File: config.mk
export PLATFORM = sky130hd
export DESIGN_NAME = bpe_front
export DESIGN_NICKNAME = d
export VERILOG_FILES = /design/src/bpe_pkg.sv /design/src/bpe_front.sv
export SDC_FILE = /design/constraint.sdc
export NUM_CORES = 1
export LEC_CHECK = 0
export BUFFER_PORTS_ARGS = -buffer_cell sky130_fd_sc_hd__buf_2
export CORE_AREA = 3 3 88 90
export DETAILED_ROUTE_END_ITERATION = 7
export DIE_AREA = 0 0 91 93
export GPL_TIMING_DRIVEN = 1
export PLACE_DENSITY = 0.65
export SETUP_SLACK_MARGIN = 0.1
export SYNTH_ARGS = -nofsm -noshare
export SYNTH_HDL_FRONTEND = slang
export SYNTH_SLANG_ARGS = --single-unit
export TNS_END_PERCENT = 10
File: constraint.sdc
create_clock -name vclk -period 1
set_input_delay 0.05 -clock vclk [all_inputs]
set_output_delay 0.05 -clock vclk [all_outputs]
set_load 0.03 [all_outputs]
File: src/bpe_pkg.sv
// ----------------------------------------------------------------------------
// bpe_pkg
// Shared constants and types of the Bezier point evaluator: store depth,
// field widths and the item that travels from the front end to the back end.
// ----------------------------------------------------------------------------
package bpe_pkg;

    localparam int MAX_POINTS  = 64;
    localparam int CNT_W       = $clog2(MAX_POINTS + 1);
    localparam int IDX_W       = $clog2(MAX_POINTS);

    localparam int COORD_W     = 32;
    localparam int T_W         = 17;
    localparam logic [T_W-1:0] T_ONE = 17'd65536;

    localparam int QUEUE_DEPTH = 2;
    localparam int QIDX_W      = $clog2(QUEUE_DEPTH);
    localparam int QCNT_W      = $clog2(QUEUE_DEPTH + 1);

    typedef logic signed [COORD_W-1:0] coord_t;

    typedef struct packed {
        coord_t         x;
        coord_t         y;
        coord_t         z;
        logic [T_W-1:0] t;
        logic           last;
    } item_t;

    typedef struct packed {
        logic  push;
        item_t item;
    } q_wr_t;

endpackage

File: src/bpe_front.sv
// ----------------------------------------------------------------------------
// bpe_front
// Input front end: takes control points, clamps t to 1.0 and pushes the
// packed item into the queue toward the evaluation back end.
// ----------------------------------------------------------------------------
module bpe_front
    import bpe_pkg::*;
(
    input  logic                 s_valid,
    output logic                 s_ready,
    input  logic signed [31:0]   s_point_x,
    input  logic signed [31:0]   s_point_y,
    input  logic signed [31:0]   s_point_z,
    input  logic [T_W-1:0]       s_curve_param,
    input  logic                 s_last_point,
    input  logic                 q_full,
    output q_wr_t                q_wr
);

    logic [T_W-1:0] t_clamped;

    // t above one behaves as exactly one
    assign t_clamped = (s_curve_param > T_ONE) ? T_ONE : s_curve_param;

    assign s_ready         = !q_full;
    assign q_wr.push       = s_valid && !q_full;
    assign q_wr.item.x     = s_point_x;
    assign q_wr.item.y     = s_point_y;
    assign q_wr.item.z     = s_point_z;
    assign q_wr.item.t     = t_clamped;
    assign q_wr.item.last  = s_last_point;

endmodule

==> flow_summary.json <==
{
  "hold_slack_ns": 0.100,
  "cp-end-kind": "output port",
  "wl_per_cell_microns": 16.9,
  "nets": 185,
  "antenna_cells": 0,
  "via_per_inst": 2.97,
  "period_share_pct": 121,
  "wirelength_microns": 2800,
  "synth_top_area_share_pct": 77.2,
  "gp_congestion": 0.624,
  "top_level_ports": 232,
  "setup_violations": 10,
  "ys_types": 8,
  "ant_nets": 0,
  "cp.required_ns": 0.95,
  "worst-setup-path-type": "in -> out",
  "synth_commonest_cells": "buf_4, nor2b_1, inv_1, nor4_2, nor4_4",
  "hold-path-cell-count": 0,
  "cts_hold_buf": 0,
  "die_height_microns": 93,
  "layout_setup_ws_ns": -0.209,
  "run_status": "finished, violations left",
  "dp_hpwl_microns": 2430,
  "critPathArrivalTime_ns": 1.16,
  "worst-path-max-fanout": 8,
  "syn_area_sq_um": 943,
  "clock_buffers": 0,
  "hp-class": "in -> out",
  "die_w_microns": 91,
  "layout_min_cycle_time_ns": 1.21,
  "firstDrtPassIters": 2,
  "die-area_sq_um": 8460,
  "max_cap_violations": 0,
  "vdd_ir_drop_max_v": 0.000120,
  "drv_slew": 0,
  "min_from": "s_point_z[20]",
  "grt_pass1_vias": 580,
  "worst_pin_slew_ns": 0.277,
  "gr-total-overflow": 0,
  "yosys_warnings": 0,
  "timing.fmax_mhz": 827,
  "rsz0062_at_grt": "yes",
  "drive_above_1_share_pct": 86.6,
  "antenna_found_initial": 0,
  "powerDensity_nw_per_um2": 449,
  "core_area_sq_um": 7140,
  "synth_area_leaders": "buf_4, nor2b_1, nor4_4",
  "syn_to_final_growth_pct": -20.0,
  "track_usage_pct": 5.94,
  "grt_pass1_wl_microns": 3750,
  "p_leak_nw": 0.327,
  "syn_inst": 122,
  "failed_checks": "negative setup slack",
  "cp-start-kind": "primary input",
  "row_count": 31,
  "instances_no_fill": 166,
  "drt_iter0_drc": 3,
  "synth_most_common_cell": "buf_4",
  "seqCellArea_sq_um": 0,
  "synth_top_area_cell": "buf_4",
  "portBuffers": 38,
  "seq_cell_count": 0,
  "grt_max_degree": 9,
  "syn_nets": 238,
  "totalPowerFinal_w": 0.000339,
  "vias": 493,
  "synth_area_per_cell_sq_um": 7.73,
  "hold-path-endpoint": "q_wr[38]",
  "hold_viol": 0,
  "maxSlewHeadroom_pct": 81.4,
  "placed_cells": 164,
  "ys_seq_area_share_pct": 0,
  "start_util_pct": 13.2,
  "drc": 0
}
through the flow:
stage / area, sq um / setup slack (ns) / utilization, % / TNS (ns)
2_1_floorplan: 966 / -0.0661 / - / -0.661
3_3_place_gp: 571 / -0.331 / 7.99 / -3.12
3_5_place_dp: 571 / -0.371 / 7.99 / -3.61
4_1_cts: 749 / -0.219 / 10.5 / -2.10
5_1_grt: 754 / -0.267 / 10.6 / -2.54
6_report: 754 / -0.209 / 10.6 / -1.90
final cells by class:
class | instances | area [sq um]
fill | 859 | 6380
inverter | 2 | 7.51
multi-input combinational | 22 | 294
tap | 99 | 124
timing repair buffer | 43 | 329
worst max-delay path by stage:
| stage | from | to |
|---|---|---|
| after detailed placement | s_curve_param[5] | q_wr[14] |
| after global placement | s_curve_param[0] | q_wr[13] |
| after floorplan | s_curve_param[0] | q_wr[10] |
| final | s_curve_param[9] | q_wr[12] |
| after global routing | s_curve_param[9] | q_wr[12] |
| after CTS | s_curve_param[9] | q_wr[12] |
routing by layer:
layer	track usage, %	vias up	share of wire (%)
met1	4.22	190	23
li1	-	167	-
met2	9.87	78	44
met4	7.54	0	14
met5	0	-	0
met3	3.38	58	19
timing repair:
| item | in CTS | in global routing |
|---|---|---|
| setup buffers | 2 | 0 |
| pin swaps | 3 | 0 |
| gates resized for setup | 37 | 1 |
| setup endpoints to repair | 10 | 10 |
placed cells by master (no fill, tap or decap), drive strengths merged:
cell type and n:
a41oi 1, buf 43, inv 2, nor2b 17, nor4 4
power by group:
| part | internal [W] | switching [W] | total (W) |
|---|---|---|---|
| clock | 0 | 0 | 0 |
| sequential | 0 | 0 | 0 |
| combinational | 0.000154 | 0.000185 | 0.000339 |
critical path, cell delays in order:
cell	delay, ns
buf_8	0.10
nor4_4	0.26
buf_4	0.16
a41oi_4	0.14
buf_12	0.19
nor2b_4	0.12
buf_6	0.13
logic make-up (layout without fill, tap and decap cells):
logic type	after synthesis	count (layout)	synth area share, %
AND/OR/NAND/NOR	21	21	18.7
AO/OA/AOI/OAI	1	1	2.92
buffers and inverters	100	45	78.4
Power figures use the tool's default switching activity.
