### config.mk
export PLATFORM = sky130hd
export DESIGN_NAME = bpe_queue
export DESIGN_NICKNAME = d
export VERILOG_FILES = /design/src/bpe_pkg.sv /design/src/bpe_queue.sv
export SDC_FILE = /design/constraint.sdc
export NUM_CORES = 1
export LEC_CHECK = 0
export ABC_AREA = 1
export BUFFER_PORTS_ARGS = -buffer_cell sky130_fd_sc_hd__clkbuf_2
export CORE_ASPECT_RATIO = 0.8
export CORE_UTILIZATION = 56
export CTS_BUF_LIST = sky130_fd_sc_hd__clkbuf_16
export DETAILED_ROUTE_END_ITERATION = 7
export PLACE_DENSITY = 0.84
export SLEW_MARGIN = 20
export SYNTH_ARGS = -nofsm -noshare
export SYNTH_HDL_FRONTEND = slang
export SYNTH_SLANG_ARGS = --single-unit
export TNS_END_PERCENT = 20
### constraint.sdc
create_clock -name aclk -period 10.4 [get_ports aclk]
set_input_delay 2.08 -clock aclk [delete_from_list [all_inputs] [get_ports aclk]]
set_output_delay 2.08 -clock aclk [all_outputs]
set_load 0.005 [all_outputs]
### src/bpe_pkg.sv
// ----------------------------------------------------------------------------
// bpe_pkg
// Shared constants and types of the Bezier point evaluator: store depth,
// field widths and the item that travels from the front end to the back end.
// ----------------------------------------------------------------------------
package bpe_pkg;

    localparam int MAX_POINTS  = 64;
    localparam int CNT_W       = $clog2(MAX_POINTS + 1);
    localparam int IDX_W       = $clog2(MAX_POINTS);

    localparam int COORD_W     = 32;
    localparam int T_W         = 17;
    localparam logic [T_W-1:0] T_ONE = 17'd65536;

    localparam int QUEUE_DEPTH = 2;
    localparam int QIDX_W      = $clog2(QUEUE_DEPTH);
    localparam int QCNT_W      = $clog2(QUEUE_DEPTH + 1);

    typedef logic signed [COORD_W-1:0] coord_t;

    typedef struct packed {
        coord_t         x;
        coord_t         y;
        coord_t         z;
        logic [T_W-1:0] t;
        logic           last;
    } item_t;

    typedef struct packed {
        logic  push;
        item_t item;
    } q_wr_t;

endpackage

### src/bpe_queue.sv
// ----------------------------------------------------------------------------
// bpe_queue
// Short queue between front end and back end so that each side can stall
// on its own.
// ----------------------------------------------------------------------------
module bpe_queue
    import bpe_pkg::*;
(
    input  logic   aclk,
    input  logic   aresetn,
    input  q_wr_t  q_wr,
    output logic   q_full,
    output logic   q_valid,
    output item_t  q_item,
    input  logic   q_pop
);

    item_t             entry_reg [QUEUE_DEPTH];
    logic [QIDX_W-1:0] wr_ptr_reg;
    logic [QIDX_W-1:0] rd_ptr_reg;
    logic [QCNT_W-1:0] count_reg;
    logic              do_push;
    logic              do_pop;

    assign q_full  = (count_reg == QCNT_W'(QUEUE_DEPTH));
    assign q_valid = (count_reg != '0);
    assign q_item  = entry_reg[rd_ptr_reg];
    assign do_push = q_wr.push && !q_full;
    assign do_pop  = q_pop && q_valid;

    always_ff @(posedge aclk) begin
        if (do_push) begin
            entry_reg[wr_ptr_reg] <= q_wr.item;
        end
    end

    always_ff @(posedge aclk) begin
        if (!aresetn) begin
            wr_ptr_reg <= '0;
            rd_ptr_reg <= '0;
            count_reg  <= '0;
        end else begin
            if (do_push) begin
                wr_ptr_reg <= (wr_ptr_reg == QIDX_W'(QUEUE_DEPTH - 1)) ? '0 : wr_ptr_reg + 1'b1;
            end
            if (do_pop) begin
                rd_ptr_reg <= (rd_ptr_reg == QIDX_W'(QUEUE_DEPTH - 1)) ? '0 : rd_ptr_reg + 1'b1;
            end
            if (do_push && !do_pop) begin
                count_reg <= count_reg + 1'b1;
            end else if (do_pop && !do_push) begin
                count_reg <= count_reg - 1'b1;
            end
        end
    end

endmodule

==> results of run 1 <==
==> cells in the final DEF (no fill, tap or decap), types with 3 or more instances in the layout <==
cell,n
nor2_1,7
clkinv_1,5
inv_1,15
dfxtp_1,4
clkinv_2,3
mux2_2,54
clkbuf_16,23
o21ai_0,3
mux2_4,60
clkbuf_2,233
nand2_1,7
edfxtp_1,228
==> per-layer routing <==
| metal | wire [um] | global-route usage, % |
|---|---|---|
| met5 | 0 | 0 |
| met2 | 7470 | 32.7 |
| met4 | 269 | 4.66 |
| met1 | 6510 | 24.5 |
| met3 | 1300 | 5.67 |
==> power by group <==
group	internal, W	total [W]	switching (W)
sequential	0.00119	0.00124	0.0000532
combinational	0.000284	0.000541	0.000257
clock	0.000398	0.000715	0.000317
total	0.00187	0.00250	0.000627
==> logic make-up after synthesis <==
group	share of synthesized area (%)
flip-flops	79.7
multiplexers	17.3
AND/OR/NAND/NOR	0.818
adder cells (fa/ha/maj)	0.144
buffers and inverters	1.71
AO/OA/AOI/OAI	0.316
==> how the worst max path moves through the flow <==
stage	to	slack (ns)	depth (start not counted)	from
after floorplan	entry_reg[0][0]	2.84	2	q_wr[114]
final	q_item[91]	5.73	3	flop
after global routing	q_item[18]	5.61	3	flop
after global placement	entry_reg[0][89]	5.77	4	q_wr[114]
after CTS	q_item[112]	5.37	3	flop
after detailed placement	entry_reg[0][36]	5.61	4	q_wr[114]
==> final cells by class <==
cell class / count / area [um2]
sequential: 233 / 6950
fill: 955 / 4370
multi-input combinational: 138 / 1640
timing repair buffer: 237 / 1210
clock buffer: 23 / 576
tap: 210 / 263
clock inverter: 17 / 75.1
inverter: 8 / 30.0
==> through the flow <==
stage               hold WS, ns  setup WS [ns]
floorplan                 0.467           2.84
global placement          0.481           5.77
detailed placement        0.491           5.61
CTS                       0.508           5.37
global route              0.530           5.61
finish                    0.505           5.73
==> critical path: stages (launching register included) <==
cell and delay [ns]:
dfxtp_4 0.76, buf_6 0.68, mux2_2 0.42, clkbuf_2 0.11
==> impl_metrics.py, run 1 <==
metrics = {
    "placed_design": {
        "place.gp.congestion": 0.755,
        "port_buffers": 233,
        "dp_hpwl_um": 10500,
        "place_area_um2": 10100,
        "place_inst": 825,
    },
    "cts": {
        "cts_root_buffer": "clkbuf_16",
        "clock-sinks": 233,
        "cts_resized": 0,
        "clk_latency_ns": 0.49,
        "path_clk_slew_ns": 0.06,
        "hold_buffers": 0,
        "cts_setup_buffers": 0,
        "htreeDepth": 1,
        "numCtsBuffers": 22,
        "clockBufferDepth": 3,
        "tritoncts": "done",
    },
    "synth": {
        "async_flop_share_pct": 0,
        "ys_seq_area_share_pct": 79.7,
        "synth_top_area_share_pct": 78.6,
        "yosysWarnings": 0,
        "synthTopCellsByCount": "edfxtp_1 (228), mux2_4 (60), mux2_2 (54), nor2_1 (9), inv_1 (8)",
        "syn_nets": 511,
        "syn_area_per_cell_um2": 22.2,
        "synth_ff_type": "edfxtp_1",
        "syn_area_um2": 8720,
        "ys_ff_latch": 233,
        "netlist_instances": 392,
        "synthMostInstantiatedCell": "edfxtp_1",
        "yosys.area.top_type": "edfxtp_1",
        "synth_cell_types": 16,
        "synth_edf_count": 228,
        "ys_top_cells_by_area": "edfxtp_1 (79%), mux2_4 (10%), mux2_2 (7.0%)",
    },
    "global_routing": {
        "grt_start_max_net_pins": 80,
        "antenna_found_initial": 0,
        "overflow": 0,
        "grt_pass1_wl_um": 23500,
        "first_global_vias": 4614,
        "grt_usage_pct": 19.2,
    },
    "layout": {
        "area_delta_synth_final_pct": 23.2,
        "largest_reg_flops": 228,
        "drive_above_1_share_pct": 58.2,
        "fin_util_pct": 71.1,
        "antenna_cells": 0,
        "fin_area_um2": 10700,
        "nets": 759,
        "stdcell_count": 866,
    },
    "floorplan": {
        "start_util_pct": 57.7,
        "die_width_um": 141,
        "io-pin-count": 234,
        "core_area_um2": 15100,
        "rows": 40,
        "die_area_um2": 16100,
        "fp.dieH_um": 114,
    },
    "sta": {
        "period_share_pct": 44.9,
        "drv_slew": 0,
        "relSlewSlack_pct": 29.2,
        "worstMarginPinSlew_ns": 1.06,
        "setup_violations": 0,
        "period_needed_ns": 4.67,
        "rsz0062_at_grt": "no",
        "max_freq_mhz": 214,
        "skew_ns": 0.0155,
        "hold_viol_final": 0,
        "finalSetupTns_ns": 0,
    },
    "detailed_routing": {
        "drt-pass1-iter-count": 4,
        "wl_per_cell_um": 17.9,
        "drt_iter0_drc": 206,
        "drc_errors": 0,
        "vias": 4451,
        "vias_per_cell": 5.14,
        "postRouteAntennaNets": 0,
        "drt_wl_total_um": 15500,
    },
    "min_path": {
        "hold_path.startpoint": "rd_ptr_reg",
        "whs_path_depth": 2,
        "hp-class": "flop to flop",
    },
    "power": {
        "powerDensity_nw_per_um2": 233,
        "report.power.total_w": 0.00250,
        "p_leak_nw": 4.22,
        "ir_drop_uv": 167,
    },
    "flow_run": {
        "drv_cap": 0,
    },
    "worst_setup_path": {
        "critPathKind": "flop to primary output",
        "r2r.worst_path.cells": 3,
        "critPathCaptureType": "primary output",
        "worstPathRequired_ns": 8.32,
        "critPathMaxFanout": 78,
        "worstReg2RegEnd": "entry_reg[1][90]",
        "r2r-start": "count_reg[0]",
        "cp-start-kind": "flop",
        "reg2reg_setup_slack_ns": 7.38,
        "worst_ep_arrival_time_ns": 2.59,
    },
    "status": {
        "outcome": "complete, no violations",
    },
}
(Power assumes the default switching activity.)
==> run 2, diff against run 1 <==
--- a/config.mk
+++ b/config.mk
@@ -8,10 +8,10 @@
 export ABC_AREA = 1
 export BUFFER_PORTS_ARGS = -buffer_cell sky130_fd_sc_hd__clkbuf_2
 export CORE_ASPECT_RATIO = 0.8
-export CORE_UTILIZATION = 56
+export CORE_UTILIZATION = 47
 export CTS_BUF_LIST = sky130_fd_sc_hd__clkbuf_16
 export DETAILED_ROUTE_END_ITERATION = 7
-export PLACE_DENSITY = 0.84
+export PLACE_DENSITY = 0.75
 export SLEW_MARGIN = 20
 export SYNTH_ARGS = -nofsm -noshare
 export SYNTH_HDL_FRONTEND = slang
==> constraint.sdc (replaced) <==
create_clock -name aclk -period 4.09 [get_ports aclk]
set_input_delay 0.818 -clock aclk [delete_from_list [all_inputs] [get_ports aclk]]
set_output_delay 0.818 -clock aclk [all_outputs]
set_load 0.005 [all_outputs]
==> run 2 against run 1 <==
Global-route usage decreased by 3.7 points. Register-to-register slack got worse by 5.3 ns. Sequential power rose to 2.5 times the previous value. Setup slack worse by 4.4 ns. First-iteration DRC count decreased by 17%. Critical path type unchanged. Critical endpoint is now q_item[31]. Largest power group unchanged.
==> impl_metrics.py, run 2 (same netlist as run 1, synthesis figures left out) <==
metrics = {
    "status": {
        "outcome": "complete, no violations",
    },
    "placed_design": {
        "dp_hpwl_um": 10300,
        "place_ws_ns": 1.78,
        "place.gp.congestion": 0.755,
        "place_inst": 850,
        "port_buffers": 233,
    },
    "floorplan": {
        "core_area_um2": 18200,
        "die_area_um2": 19100,
        "fp.dieH_um": 124,
        "rows": 44,
        "start_util_pct": 48.0,
        "die_width_um": 154,
        "io-pin-count": 234,
    },
    "sta": {
        "period_share_pct": 68.6,
        "worstMarginPinSlew_ns": 0.769,
        "hold_viol_final": 0,
        "setup_violations": 0,
        "max_freq_mhz": 357,
        "timing.final.ws_setup_ns": 1.29,
        "period_needed_ns": 2.80,
        "relSlewSlack_pct": 48.2,
        "drv_slew": 0,
        "skew_ns": 0.00815,
        "rsz0062_at_grt": "no",
    },
    "detailed_routing": {
        "drt_wl_total_um": 15400,
        "drc_errors": 0,
        "postRouteAntennaNets": 0,
        "wl_per_cell_um": 17.2,
        "drt-pass1-iter-count": 4,
        "vias": 4355,
        "vias_per_cell": 4.88,
        "drt_iter0_drc": 172,
    },
    "cts": {
        "cts_setup_buffers": 0,
        "cts_resized": 0,
        "clockBufferDepth": 3,
        "numCtsBuffers": 24,
        "hold_buffers": 0,
        "tritoncts": "done",
        "htreeDepth": 1,
        "cts_root_buffer": "clkbuf_16",
        "clk_latency_ns": 0.49,
        "clock-sinks": 233,
        "path_clk_slew_ns": 0.06,
    },
    "worst_setup_path": {
        "critPathCaptureType": "primary output",
        "worst_ep_arrival_time_ns": 1.99,
        "cp-start-kind": "flop",
        "critPathMaxFanout": 43,
        "worstPathRequired_ns": 3.27,
        "critPathKind": "flop to primary output",
    },
    "global_routing": {
        "first_global_vias": 4519,
        "overflow": 0,
        "grt_usage_pct": 15.5,
        "antenna_found_initial": 0,
        "grt_start_max_net_pins": 72,
        "grt_pass1_wl_um": 23000,
    },
    "layout": {
        "final_common_cell": "clkbuf_2",
        "stdcell_count": 892,
        "drive_above_1_share_pct": 58.3,
        "nets": 765,
        "antenna_cells": 0,
        "largest_reg_flops": 228,
        "fin_util_pct": 59.7,
        "area_delta_synth_final_pct": 24.4,
        "final_cell_mix": "clkbuf_2 (233), edfxtp_1 (228), mux2_4 (60)",
    },
    "power": {
        "report.power.total_w": 0.00644,
        "ir_drop_uv": 375,
        "p_leak_nw": 4.26,
        "powerDensity_nw_per_um2": 594,
    },
    "min_path": {
        "hp-class": "primary input to flop",
    },
    "flow_run": {
        "drv_cap": 0,
    },
}
run 2: worst paths after layout:
| kind | cells past startpoint | slack (ns) | endpoint | startpoint |
|---|---|---|---|---|
| max | 3 | 1.29 | q_item[31] | flop |
| min | 1 | 0.51 | entry_reg[0][30] | q_wr[30] |
| max reg2reg | 9 | 2.13 | count_reg[1] | count_reg[1] |
| min reg2reg | 2 | 0.52 | flop | rd_ptr_reg |
run 2: cell type report:
| type | count | area (um2) |
|---|---|---|
| Timing Repair Buffer | 241 | 1240 |
| Tap cell | 230 | 288 |
| Inverter | 8 | 30.0 |
| Sequential cell | 233 | 6950 |
| Clock inverter | 17 | 73.8 |
| Multi-Input combinational cell | 138 | 1640 |
| Fill cell | 1337 | 7330 |
| Clock buffer | 25 | 626 |
run 2: routing by layer:
metal  wire, um  GRT usage, %  vias up  share of wire [%]
li1           -             -     2051                  -
met2       7270          26.3      186                 47
met4        256          3.28        0                1.7
met5          0             0        -                  0
met1       6450          19.4     2095                 42
met3       1380          5.25       23                9.0
run 2: where the power goes:
| group | internal, W | switching (W) |
|---|---|---|
| Combinational | 0.000728 | 0.000693 |
| Sequential | 0.00302 | 0.0000835 |
| Clock | 0.00110 | 0.000815 |
run 2: per-stage QoR:
step	hold WS [ns]	setup TNS [ns]	cell area [um2]
3_5_place_dp	0.499	0	10100
5_1_grt	0.484	0	10800
3_3_place_gp	0.480	0	10100
4_1_cts	0.479	0	10800
2_1_floorplan	0.467	-75.20	8720
6_report	0.512	0	10800
run 2: worst max-delay path, stage by stage, from the launching register on:
cell and delay, ns:
dfxtp_4 0.35, buf_4 0.57, mux2_2 0.42, clkbuf_2 0.11
